<file path="config.mk">
export PLATFORM = sky130hd
export DESIGN_NAME = timed_relay_chime_controller_unit
export DESIGN_NICKNAME = d
export VERILOG_FILES = /design/src/hw/rtl/trcc_pkg.sv /design/src/hw/rtl/trcc_debounce.sv /design/src/hw/rtl/timed_relay_chime_controller_unit.sv
export SDC_FILE = /design/constraint.sdc
export NUM_CORES = 1
export LEC_CHECK = 0
export ABC_AREA = 1
export CAP_MARGIN = 20
export CORE_AREA = 8 8 163 165
export CTS_CLUSTER_DIAMETER = 80
export DETAILED_ROUTE_END_ITERATION = 12
export DIE_AREA = 0 0 171 173
export DONT_BUFFER_PORTS = 1
export PLACE_DENSITY = 0.59
export SLEW_MARGIN = 10
export SYNTH_ARGS = -nofsm -noshare
export SYNTH_HDL_FRONTEND = slang
export SYNTH_HIERARCHICAL = 1
export SYNTH_SLANG_ARGS = --single-unit
export TNS_END_PERCENT = 5
</file>
<file path="constraint.sdc">
create_clock -name clock -period 4.6 [get_ports clock]
set_input_delay 0.23 -clock clock [delete_from_list [all_inputs] [get_ports clock]]
set_output_delay 0.23 -clock clock [all_outputs]
set_load 0.02 [all_outputs]
</file>
<file path="src/hw/rtl/trcc_pkg.sv">
`default_nettype none

package trcc_pkg;

   // stream and register port widths
   localparam int unsigned REQ_DATA_W = 16;
   localparam int unsigned RSP_DATA_W = 8;
   localparam int unsigned CSR_ADDR_W = 5;
   localparam int unsigned CSR_DATA_W = 32;

   localparam int unsigned DEB_CNT_W = 4;

   // prescaler divides: 10 ms -> 50 ms -> 1 s -> 1 min
   localparam logic [2:0] FIFTY_DIV  = 3'd5;
   localparam logic [4:0] SECOND_DIV = 5'd20;
   localparam logic [5:0] MINUTE_DIV = 6'd60;

   // register reset values
   localparam logic [7:0]           FAST_PERIOD_RST = 8'd50;
   localparam logic [7:0]           SLOW_PERIOD_RST = 8'd200;
   localparam logic [7:0]           LEAD_PAUSE_RST  = 8'd150;
   localparam logic [7:0]           PULSE_LEN_RST   = 8'd20;
   localparam logic [DEB_CNT_W-1:0] DEB_LIMIT_RST   = 4'd10;

   typedef enum logic [2:0] {
      ACT_OFF        = 3'd0,
      ACT_ON         = 3'd1,
      ACT_ON_SECONDS = 3'd3,
      ACT_ON_MINUTES = 3'd4,
      ACT_CHIME_FAST = 3'd5,
      ACT_CHIME_SLOW = 3'd6
   } action_type;

   typedef enum logic [2:0] {
      REG_FAST_PERIOD = 3'd0,
      REG_SLOW_PERIOD = 3'd1,
      REG_LEAD_PAUSE  = 3'd2,
      REG_PULSE_LEN   = 3'd3,
      REG_DEB_LIMIT   = 3'd4
   } reg_index_type;

   typedef struct packed {
      logic       switch_closed;
      logic       button2_closed;
      logic       button1_closed;
      logic [7:0] action_count;
      logic [2:0] act_code;
      logic [1:0] device_mask;
   } req_item_type;

endpackage

`default_nettype wire

</file>
<file path="src/hw/rtl/trcc_debounce.sv">
`default_nettype none

module trcc_debounce
   import trcc_pkg::*;
(
   input  wire logic                 clock,
   input  wire logic                 reset,
   input  wire logic                 enable,
   input  wire logic                 sample_closed,
   input  wire logic [DEB_CNT_W-1:0] limit,
   output logic                      fire
);

   logic [DEB_CNT_W-1:0] count_ff, count_in;
   logic                 closed_ff, closed_in;

   always_comb begin
      count_in  = count_ff;
      closed_in = closed_ff;
      fire      = 1'b0;
      if (sample_closed) begin
         if (count_ff >= limit) begin
            // clamp without a report
            count_in = limit;
         end else begin
            count_in = count_ff + 1'b1;
            if (count_in == limit) begin
               closed_in = 1'b1;
               fire      = 1'b1;
            end
         end
      end else if (count_ff != '0) begin
         count_in = count_ff - 1'b1;
         if (count_in == '0) begin
            closed_in = 1'b0;
         end
      end
   end

   always_ff @(posedge clock) begin
      if (reset) begin
         count_ff  <= '0;
         closed_ff <= 1'b0;
      end else if (enable) begin
         count_ff  <= count_in;
         closed_ff <= closed_in;
      end
   end

endmodule

`default_nettype wire

</file>
<file path="src/hw/rtl/timed_relay_chime_controller_unit.sv">
`default_nettype none

// channel   dir  handshake             payload
// req_*     in   req_tvalid/tready     tdata 16 b item fields, tuser command flag
// rsp_*     out  rsp_tvalid/tready     tdata 8 b relay levels and button pulses
// csr_*     in   psel/penable/pready   five registers at byte address 4*i
//
// One item per cycle while rsp_tready stays high. An accepted item is held in the
// input register, then one pass of counter logic writes the state and the result
// register, which raises rsp_tvalid. Synchronous reset clears all counters, relays
// and debouncers and loads register defaults. A stalled result holds the pipe; the
// input register still takes an item while it is empty or its item moves to the
// result register.

module timed_relay_chime_controller_unit
   import trcc_pkg::*;
(
   input  wire logic                  clock,
   input  wire logic                  reset,

   input  wire logic                  req_tvalid,
   output logic                       req_tready,
   // [1:0] device_mask, [4:2] act_code, [12:5] action_count,
   // [13] button1_closed, [14] button2_closed, [15] switch_closed
   input  wire logic [REQ_DATA_W-1:0] req_tdata,
   // [0] command
   input  wire logic                  req_tuser,

   output logic                       rsp_tvalid,
   input  wire logic                  rsp_tready,
   // [0] relay1_on, [1] relay2_on, [2] button1_pressed, [3] button2_pressed,
   // [7:4] zero
   output logic [RSP_DATA_W-1:0]      rsp_tdata,

   input  wire logic                  csr_psel,
   input  wire logic                  csr_penable,
   input  wire logic                  csr_pwrite,
   input  wire logic [CSR_ADDR_W-1:0] csr_paddr,
   input  wire logic [CSR_DATA_W-1:0] csr_pwdata,
   output logic [CSR_DATA_W-1:0]      csr_prdata,
   output logic                       csr_pready
);

   // configuration registers
   logic [7:0]           fast_period_ff;
   logic [7:0]           slow_period_ff;
   logic [7:0]           lead_pause_ff;
   logic [7:0]           pulse_len_ff;
   logic [DEB_CNT_W-1:0] deb_limit_ff;

   reg_index_type        csr_index;
   logic                 csr_write;

   // input register
   logic                 s1_valid_ff;
   logic                 s1_command_ff;
   req_item_type         s1_item_ff;
   logic                 advance;
   logic                 tick;

   // result register
   logic                 rsp_valid_ff;
   logic [3:0]           rsp_data_ff, rsp_data_in;

   // controller state
   logic [1:0] relay_ff, relay_in;
   logic [1:0] mask_ff, mask_in;
   logic [7:0] pause_ff, pause_in;
   logic [7:0] period_ff, period_in;
   logic [7:0] repeats_ff, repeats_in;
   logic [7:0] pulse_ff, pulse_in;
   logic [7:0] seconds_ff, seconds_in;
   logic [7:0] minutes_ff, minutes_in;
   logic [2:0] pre_fifty_ff, pre_fifty_in;
   logic [4:0] pre_second_ff, pre_second_in;
   logic [5:0] pre_minute_ff, pre_minute_in;

   logic       fire_b1, fire_b2, fire_sw;

   // ---------------- configuration port ----------------
   assign csr_pready = 1'b1;
   assign csr_index  = reg_index_type'(csr_paddr[CSR_ADDR_W-1:2]);
   assign csr_write  = csr_psel && csr_penable && csr_pwrite && csr_pready;

   always_ff @(posedge clock) begin
      if (reset) begin
         fast_period_ff <= FAST_PERIOD_RST;
         slow_period_ff <= SLOW_PERIOD_RST;
         lead_pause_ff  <= LEAD_PAUSE_RST;
         pulse_len_ff   <= PULSE_LEN_RST;
         deb_limit_ff   <= DEB_LIMIT_RST;
      end else if (csr_write) begin
         unique case (csr_index)
            REG_FAST_PERIOD: fast_period_ff <= csr_pwdata[7:0];
            REG_SLOW_PERIOD: slow_period_ff <= csr_pwdata[7:0];
            REG_LEAD_PAUSE:  lead_pause_ff  <= csr_pwdata[7:0];
            REG_PULSE_LEN:   pulse_len_ff   <= csr_pwdata[7:0];
            REG_DEB_LIMIT:   deb_limit_ff   <= csr_pwdata[DEB_CNT_W-1:0];
            default: ;
         endcase
      end
   end

   always_comb begin
      unique case (csr_index)
         REG_FAST_PERIOD: csr_prdata = {24'd0, fast_period_ff};
         REG_SLOW_PERIOD: csr_prdata = {24'd0, slow_period_ff};
         REG_LEAD_PAUSE:  csr_prdata = {24'd0, lead_pause_ff};
         REG_PULSE_LEN:   csr_prdata = {24'd0, pulse_len_ff};
         REG_DEB_LIMIT:   csr_prdata = {{(CSR_DATA_W-DEB_CNT_W){1'b0}}, deb_limit_ff};
         default:         csr_prdata = '0;
      endcase
   end

   // ---------------- handshake ----------------
   assign advance    = s1_valid_ff && (!rsp_valid_ff || rsp_tready);
   assign req_tready = !s1_valid_ff || advance;
   assign tick       = !s1_command_ff;

   always_ff @(posedge clock) begin
      if (reset) begin
         s1_valid_ff <= 1'b0;
      end else if (req_tready) begin
         s1_valid_ff <= req_tvalid;
      end
   end

   always_ff @(posedge clock) begin
      if (req_tready && req_tvalid) begin
         s1_item_ff    <= req_item_type'(req_tdata);
         s1_command_ff <= req_tuser;
      end
   end

   always_ff @(posedge clock) begin
      if (reset) begin
         rsp_valid_ff <= 1'b0;
      end else if (advance) begin
         rsp_valid_ff <= 1'b1;
      end else if (rsp_tready) begin
         rsp_valid_ff <= 1'b0;
      end
   end

   always_ff @(posedge clock) begin
      if (advance) begin
         rsp_data_ff <= rsp_data_in;
      end
   end

   assign rsp_tvalid = rsp_valid_ff;
   assign rsp_tdata  = {{(RSP_DATA_W-4){1'b0}}, rsp_data_ff};

   // ---------------- debouncers ----------------
   trcc_debounce u_deb_button1 (
      .clock         (clock),
      .reset         (reset),
      .enable        (advance && tick),
      .sample_closed (s1_item_ff.button1_closed),
      .limit         (deb_limit_ff),
      .fire          (fire_b1)
   );

   trcc_debounce u_deb_button2 (
      .clock         (clock),
      .reset         (reset),
      .enable        (advance && tick),
      .sample_closed (s1_item_ff.button2_closed),
      .limit         (deb_limit_ff),
      .fire          (fire_b2)
   );

   trcc_debounce u_deb_switch (
      .clock         (clock),
      .reset         (reset),
      .enable        (advance && tick),
      .sample_closed (s1_item_ff.switch_closed),
      .limit         (deb_limit_ff),
      .fire          (fire_sw)
   );

   // ---------------- item update ----------------
   always_comb begin
      relay_in      = relay_ff;
      mask_in       = mask_ff;
      pause_in      = pause_ff;
      period_in     = period_ff;
      repeats_in    = repeats_ff;
      pulse_in      = pulse_ff;
      seconds_in    = seconds_ff;
      minutes_in    = minutes_ff;
      pre_fifty_in  = pre_fifty_ff;
      pre_second_in = pre_second_ff;
      pre_minute_in = pre_minute_ff;

      if (!tick) begin
         mask_in = s1_item_ff.device_mask;
         unique case (action_type'(s1_item_ff.act_code))
            ACT_OFF: relay_in = relay_ff & ~mask_in;
            ACT_ON:  relay_in = relay_ff | mask_in;
            ACT_ON_SECONDS: begin
               relay_in   = relay_ff | mask_in;
               seconds_in = s1_item_ff.action_count;
            end
            ACT_ON_MINUTES: begin
               relay_in   = relay_ff | mask_in;
               minutes_in = s1_item_ff.action_count;
            end
            ACT_CHIME_FAST: begin
               period_in  = fast_period_ff;
               pause_in   = lead_pause_ff;
               repeats_in = s1_item_ff.action_count;
            end
            ACT_CHIME_SLOW: begin
               period_in  = slow_period_ff;
               pause_in   = lead_pause_ff;
               repeats_in = s1_item_ff.action_count;
            end
            default: ;
         endcase
      end else begin
         // chime: count down the pause, then strike and reload
         if (pause_ff != 8'd0) begin
            pause_in = pause_ff - 8'd1;
            if (pause_in == 8'd0) begin
               repeats_in = repeats_ff - 8'd1;
               if (repeats_in == 8'd0) begin
                  period_in = 8'd0;
               end
               pause_in = period_in;
               pulse_in = pulse_len_ff;
               relay_in = relay_in | mask_in;
            end
         end
         // chime pulse off
         if (pulse_in != 8'd0) begin
            pulse_in = pulse_in - 8'd1;
            if (pulse_in == 8'd0) begin
               relay_in = relay_in & ~mask_in;
            end
         end
         // prescalers and timed-off countdowns
         pre_fifty_in = pre_fifty_ff + 3'd1;
         if (pre_fifty_in >= FIFTY_DIV) begin
            pre_fifty_in  = 3'd0;
            pre_second_in = pre_second_ff + 5'd1;
            if (pre_second_in >= SECOND_DIV) begin
               pre_second_in = 5'd0;
               if (seconds_ff != 8'd0) begin
                  seconds_in = seconds_ff - 8'd1;
                  if (seconds_in == 8'd0) begin
                     relay_in = relay_in & ~mask_in;
                  end
               end
               pre_minute_in = pre_minute_ff + 6'd1;
               if (pre_minute_in >= MINUTE_DIV) begin
                  pre_minute_in = 6'd0;
                  if (minutes_ff != 8'd0) begin
                     minutes_in = minutes_ff - 8'd1;
                     if (minutes_in == 8'd0) begin
                        relay_in = relay_in & ~mask_in;
                     end
                  end
               end
            end
         end
         // local switch toggles relay one
         if (fire_sw) begin
            relay_in = relay_in ^ 2'b01;
         end
      end

      rsp_data_in = {fire_b2 && tick, fire_b1 && tick, relay_in[1], relay_in[0]};
   end

   always_ff @(posedge clock) begin
      if (reset) begin
         relay_ff      <= '0;
         mask_ff       <= '0;
         pause_ff      <= '0;
         period_ff     <= '0;
         repeats_ff    <= '0;
         pulse_ff      <= '0;
         seconds_ff    <= '0;
         minutes_ff    <= '0;
         pre_fifty_ff  <= '0;
         pre_second_ff <= '0;
         pre_minute_ff <= '0;
      end else if (advance) begin
         relay_ff      <= relay_in;
         mask_ff       <= mask_in;
         pause_ff      <= pause_in;
         period_ff     <= period_in;
         repeats_ff    <= repeats_in;
         pulse_ff      <= pulse_in;
         seconds_ff    <= seconds_in;
         minutes_ff    <= minutes_in;
         pre_fifty_ff  <= pre_fifty_in;
         pre_second_ff <= pre_second_in;
         pre_minute_ff <= pre_minute_in;
      end
   end

endmodule

`default_nettype wire
</file>
# After elaboration in Yosys (flattened, before gate mapping)

Cells that the tools add are included.

Flip-flop bits (word level): 137
Output and inout bits: 43

$add $sub $neg: 14
Magnitude comparators: 6
Equality and inequality tests: 16
Multiplexer cells: 72
Bitwise logic cells: 10
Reductions and logical operators: 56

Operator list:

| operator                                                              | number |
|---|---|
| 8-bit two-way mux                                                     | 27 |
| 8-bit zero test                                                       | 5 |
| 8-bit one-hot mux with 5 select lines                                 | 1 |
| 8-bit by 1-bit subtractor with 8-bit output, second input constant    | 5 |
| 2-bit two-way mux                                                     | 18 |
| 4-bit two-way mux                                                     | 9 |
| 8-bit nonzero test                                                    | 4 |
| 2-bit nonzero test                                                    | 11 |
| 2-bit AND reduction                                                   | 10 |
| 8-bit one-hot mux with 2 select lines                                 | 1 |
| 4-bit by 1-bit adder with 4-bit output, second input constant         | 3 |
| 3-bit equality test, second input constant                            | 4 |
| 4-bit equality test                                                   | 3 |
| 4-bit greater-or-equal comparator                                     | 3 |
| 1-bit two-way mux                                                     | 12 |
| 4-bit AND reduction                                                   | 3 |
| 4-bit nonzero test                                                    | 3 |
| 4-bit by 1-bit subtractor with 4-bit output, second input constant    | 3 |
| 3-bit by 2-bit equality test with 1-bit output, second input constant | 3 |
| 2-bit bitwise AND                                                     | 4 |
| 1-bit logical AND                                                     | 7 |
| 6-bit by 1-bit adder with 6-bit output, second input constant         | 1 |
| 3-bit by 1-bit equality test with 1-bit output, second input constant | 2 |
| 6-bit greater-or-equal comparator, second input constant              | 1 |
| 22 further kinds                                                      | 31 |

# Depth between registers and ports, before layout

Depth in word-level cells: 26
Depth in mapped cells: 25
Gate-level depth less buffers: 24

# Hierarchy

Netlist, hierarchy kept.

By module, submodules not included:

| module                            | instances | cells each | area an instance (sq um) | seq. area each (sq um) |
|---|---|---|---|---|
| timed_relay_chime_controller_unit | 1         | 930        | 6765.2                   | 2712.6 |
| trcc_debounce                     | 3         | 84         | 506.7                    | 80.1 |

# Least setup slack after synthesis

OpenSTA, ideal clock, no wires.

Path kind: register -> register
From: register pause_ff[0]
To: register rsp_data_ff[0] (data pin)
Setup time: 0.261 ns
Data arrival time: 2.441 ns
Data required time: 4.339 ns
Path slack: 1.898 ns
Stages on the path, launching flop included: 23
Path buffers: 1
Period minus slack after synthesis: 2.702 ns
Cells stage by stage: dfxtp_1 inv_1 ha_1 xnor2_1 nand2_1 nor2_1 nand2_1 nor2_2 buf_6 nand3_1 nand2_2 ha_1 nand2_2 nor2_4 nand2_1 nand2_1 nand2_1 nor2_2 nand3_1 nand2_1 nand2_1 nand3_2 nand2_1

Cells in the longest elaborated chain, start to end: 26
Elaborated cells between the ends (all ways): 32
Those cells by class: 2 x add/sub; 22 x mux; 4 x bitwise; 4 x reduce/logical

Ends and longest elaborated chain:

| element                                     | line                                     | source |
|---|---|---|
| from (decl)                                 | timed_relay_chime_controller_unit.sv:68  | `logic [7:0] pause_ff, pause_in;` |
| from (signal assigned)                      | timed_relay_chime_controller_unit.sv:292 | `pause_ff <= pause_in;` |
| 8-bit by 1-bit subtractor with 8-bit output | timed_relay_chime_controller_unit.sv:224 | `pause_in = pause_ff - 8'd1;` |
| 8-bit zero test                             | timed_relay_chime_controller_unit.sv:225 | `if (pause_in == 8'd0) begin` |
| 8-bit two-way mux                           | timed_relay_chime_controller_unit.sv:225 |  |
| 8-bit two-way mux                           | timed_relay_chime_controller_unit.sv:223 | `if (pause_ff != 8'd0) begin` |
| 8-bit two-way mux                           | timed_relay_chime_controller_unit.sv:196 | `if (!tick) begin` |
| 8-bit by 1-bit subtractor with 8-bit output | timed_relay_chime_controller_unit.sv:237 | `pulse_in = pulse_in - 8'd1;` |
| 8-bit zero test                             | timed_relay_chime_controller_unit.sv:238 | `if (pulse_in == 8'd0) begin` |
| 2-bit two-way mux                           | timed_relay_chime_controller_unit.sv:238 |  |
| [11 not listed]                             | -                                        |  |
| 2-bit two-way mux                           | timed_relay_chime_controller_unit.sv:256 | `if (pre_minute_in >= MINUTE_DIV) begin` |
| 2-bit two-way mux                           | timed_relay_chime_controller_unit.sv:247 | `if (pre_second_in >= SECOND_DIV) begin` |
| 2-bit two-way mux *                         | timed_relay_chime_controller_unit.sv:244 | `if (pre_fifty_in >= FIFTY_DIV) begin` |
| 2-bit two-way mux *                         | timed_relay_chime_controller_unit.sv:196 |  |
| 1-bit NOT (no source line)                  | -                                        |  |
| 1-bit two-way mux *                         | timed_relay_chime_controller_unit.sv:268 | `if (fire_sw) begin` |
| 2-bit two-way mux *                         | timed_relay_chime_controller_unit.sv:196 |  |
| net relay_in[0]                             | timed_relay_chime_controller_unit.sv:66  | `logic [1:0] relay_ff, relay_in;` |
| to (signal assigned)                        | timed_relay_chime_controller_unit.sv:147 | `rsp_data_ff <= rsp_data_in;` |
| to (decl)                                   | timed_relay_chime_controller_unit.sv:63  | `logic [3:0] rsp_data_ff, rsp_data_in;` |

Mark *: on every way through the listed nets, which the timed path passes. The rest lies on a longest branch. The select of a mux whose other input is x is not followed.
A chain may end at the register's enable or synchronous reset.

# Final worst setup path

Same ends and word-level chain as after synthesis.

==> out/summary.txt <==
1st-pass router iterations -> 5
Synth Area in Compound Gates -> 17.64%
Worst slew pin tran -> 0.9343 ns
Top cell type's share of synthesized area -> 28.03%
Vias per cell -> 4.901
Total congestion overflow -> 0
Post CTS Setup Buffer Count -> 0
Worst-Skew Late Latency -> 0.43 ns
Yosys cell types -> 43
Leakage power -> 4.177 nW
Crit end category -> register
H-tree levels -> 4
Wire per inst -> 14.06 um
Worst Path Arrival -> 3.56 ns
Startpoint types -> register
Global routing usage on met1 -> 18.90%
Gr busiest metal -> met2
First-pass GRT wire length -> 35020 um
Slowest CP cell -> dfxtp_1
Simple-Gate Fraction of Synth Area -> 25.82%
Max Clock Freq -> 0.2951 GHz
Max clock buf depth -> 2
Starting Density -> 34.58%
Root buf cell -> clkbuf_16
Setup_tns -> 0 ns
WS Path Type -> reg2reg
Register area share after synthesis -> 35.64%
Met2 usage -> 23.49%
Outcome -> completed
NumNets Final -> 1302
Crit-path most repeated cell -> nand2_1
Vias in the first global route -> 7010
CP Cell Sequence -> inv_1 > ha_1 > xnor2_1 > nand2_1 > nor2_1 > nand2_1 > nor2_2 > nand3_1 > nand2_2 > ha_1 > inv_1 > nand2_1 > nand2_1 > nor2_1 > nand3_1 > nor2_1 > nand3_1 > nand2_1 > nand2_1 > nand3_2 > nand2_1
Largest net degree at the start of global routing -> 71
Largest family of logic cells by synthesized area -> simple AND/OR/NAND/NOR gates
Post-route ant nets -> 0
Final min period -> 3.388 ns
Largest area contributor in the netlist -> dfxtp_1
Mapped Area -> 8285 um^2
Pwr/cell area -> 330.0 nW/um^2
Grt met3 use -> 3.348%
Final hold vios -> 0
Top cells by area, synth -> dfxtp_1, nand2_1, edfxtp_1
Filler cell count -> 2509
DRT Wirelength -> 21650 um
Number of cell rows -> 57
Die width -> 171 um
Clock transition at path regs -> 0.06 ns
Critical Path RT -> 4.77 ns
RSZ-0062 raised after global routing -> no
Die area -> 29580 um^2
Tcrit/Tclk final -> 73.66%
Post-Synth XOR/XNOR Area -> 3.805%
Post-synthesis area per instance -> 7.010 um^2
Chip Height -> 173 um
Initial antenna violation count -> 0
CTS Sinks -> 137
CTS tree -> yes
Synth-to-Final Area Change -> 12.93%
Adder-Cell Fraction of Synth Area -> 5.587%
Layout cells sized above 1 -> 6.250%
Io pins -> 104
Port bufs -> 0
Fin worst setup slack -> 1.212 ns
Placed cells -> 1481
Skew final -> 0.01390 ns
Final setup vio count -> 0
Max Cap Viol -> 0
Mux cell area share after synthesis -> 0%
Slew HR -> 37.23%
Peak supply drop -> 0.0002184 V
Worst-path fanout max -> 11
Detailed placer's ending HPWL -> 15350 um
Final number of max-transition violations -> 0
CTS buffer count -> 17
Via count -> 7548
Antenna diodes -> 0
Non-filler cells, final -> 1540
Residual DRC -> 0
Placer Congestion -> 0.8683
HP Class -> in2reg
Detailed Route Iter0 Violations -> 558
Synthesized flop and latch total -> 137
Post-Syn Instances -> 1182
CP max stage delay -> 0.37 ns
Overall Global Routing Usage -> 14.60%
Place WS -> 1.238 ns
Ys Warns -> 6
Core area -> 23960 um^2
==> metal layers <==
metal,part of all wire [%],wire length [um],vias to the layer above
li1,-,-,3904
met2,46,10010,140
met3,4.5,965,30
met5,0,0,-
met1,48,10310,3474
met4,1.6,355,0
==> synthesized netlist by cell type, drive strengths merged <==
master	number
nand2	239
inv	156
nor2	124
o21ai	122
dfxtp	116
a21oi	93
nand3	91
ha	37
buf	33
clkbuf	25
edfxtp	21
xor2	21
nand4	20
xnor2	15
a211oi	11
a221oi	10
nor3	10
a31oi	8
o211ai	6
o2111ai	4
o31ai	4
clkinv	3
nor3b	3
conb	2
o22ai	2
or2	2
a31o	1
a32oi	1
nor4	1
o211a	1
==> critical path, delay by kind of cell, from the launching register on <==
kind,cells,cell delay (ns)
XOR/XNOR,1,0.29
AND/OR/NAND/NOR,16,1.81
buffers and inverters,2,0.17
flip-flops,1,0.37
adder cells (fa/ha/maj),2,0.49
==> metrics by stage <==
step,utilization [%],total power [mW],instance area [um^2],hold slack [ns]
CTS,39.05,3.112,9356,0.002359
floorplan,-,1.666,8387,0.3289
finish,39.05,3.088,9356,0.008925
detailed placement,35.42,1.725,8488,0.3170
global route,39.05,3.231,9356,0.02146
global placement,35.42,1.720,8488,0.3186
==> path summary, 6_finish.rpt <==
path / startpoint / endpoint / slack [ns] / depth (start not counted)
worst min register to register: pulse_ff[7]$_SDFFE_PP0P_ / pulse_ff[7]$_SDFFE_PP0P_ / 0.47 / 2
worst max-delay path: pause_ff[0]$_SDFFE_PP0P_ / rsp_data_ff[0]$_DFFE_PP_ / 1.21 / 21
worst max register to register: pause_ff[0]$_SDFFE_PP0P_ / rsp_data_ff[0]$_DFFE_PP_ / 1.21 / 21
worst min-delay path: csr_pwdata[1] / slow_period_ff[1]$_SDFFE_PP0P_ / 0.009 / 2
==> cells by family (layout without fill, tap and decap cells) <==
family | after synthesis | count (layout)
AO/OA/AOI/OAI | 263 | 263
XOR/XNOR | 36 | 36
adder cells (fa/ha/maj) | 37 | 37
buffers and inverters | 217 | 224
flip-flops | 137 | 137
other | 2 | 29
AND/OR/NAND/NOR | 490 | 490
==> power by group <==
group	internal [mW]	leakage (nW)	switching, mW
Clock	0.820	0.289	0.533
Sequential	1.26	1.15	0.0394
Combinational	0.143	2.74	0.291
Total	2.22	4.18	0.863
==> final cells by class <==
type	count	area (um^2)	share of cell area, %
clock buffers	19	452.9	4.841
clock inverters	12	125.1	1.337
inverters	159	596.8	6.379
multi-input cells	855	4488	47.97
flip-flops and latches	137	2953	31.56
well taps	324	405.4	4.333
repair buffers	34	335.3	3.584
==> registers in the layout (all words and copies together) (netlist names) <==
| signal | cells |
|---|---|
| period_ff | 8 |
| minutes_ff | 8 |
| u_deb_button1/count_ff | 4 |
| pulse_ff | 8 |
| s1_item_ff | 16 |
| deb_limit_ff | 4 |
| slow_period_ff | 8 |
| pre_fifty_ff | 3 |
| pre_minute_ff | 6 |
| lead_pause_ff | 8 |
| s1_command_ff | 1 |
| relay_ff | 2 |
| pause_ff | 8 |
| seconds_ff | 8 |
| pre_second_ff | 5 |
| repeats_ff | 8 |
| pulse_len_ff | 8 |
| u_deb_button2/count_ff | 4 |
| rsp_tvalid | 1 |
| u_deb_switch/count_ff | 4 |
| s1_valid_ff | 1 |
| mask_ff | 2 |
| rsp_data_ff | 4 |
| fast_period_ff | 8 |
==> what timing repair did <==
action / 4_1_cts / 5_1_grt
hold buffers: 28 / 0
hold endpoints to repair: 80 / 0
resized for setup: 0 / 0
==> layout by cell type, fill, tap and decap left out, types with 10 or more instances in the layout <==
cell           count
nor3_1            10
nor2_1           113
conb_1            29
clkbuf_16         17
edfxtp_1          21
dfxtp_1          116
xor2_1            21
dlygate4sd3_1     27
a211oi_1          11
a221oi_1          10
nand3_1           85
a21oi_1           90
inv_1            151
nor2_2            10
ha_1              37
nand4_1           20
xnor2_1           15
nand2_1          231
o21ai_0          120
Power figures use the tool's default switching activity.
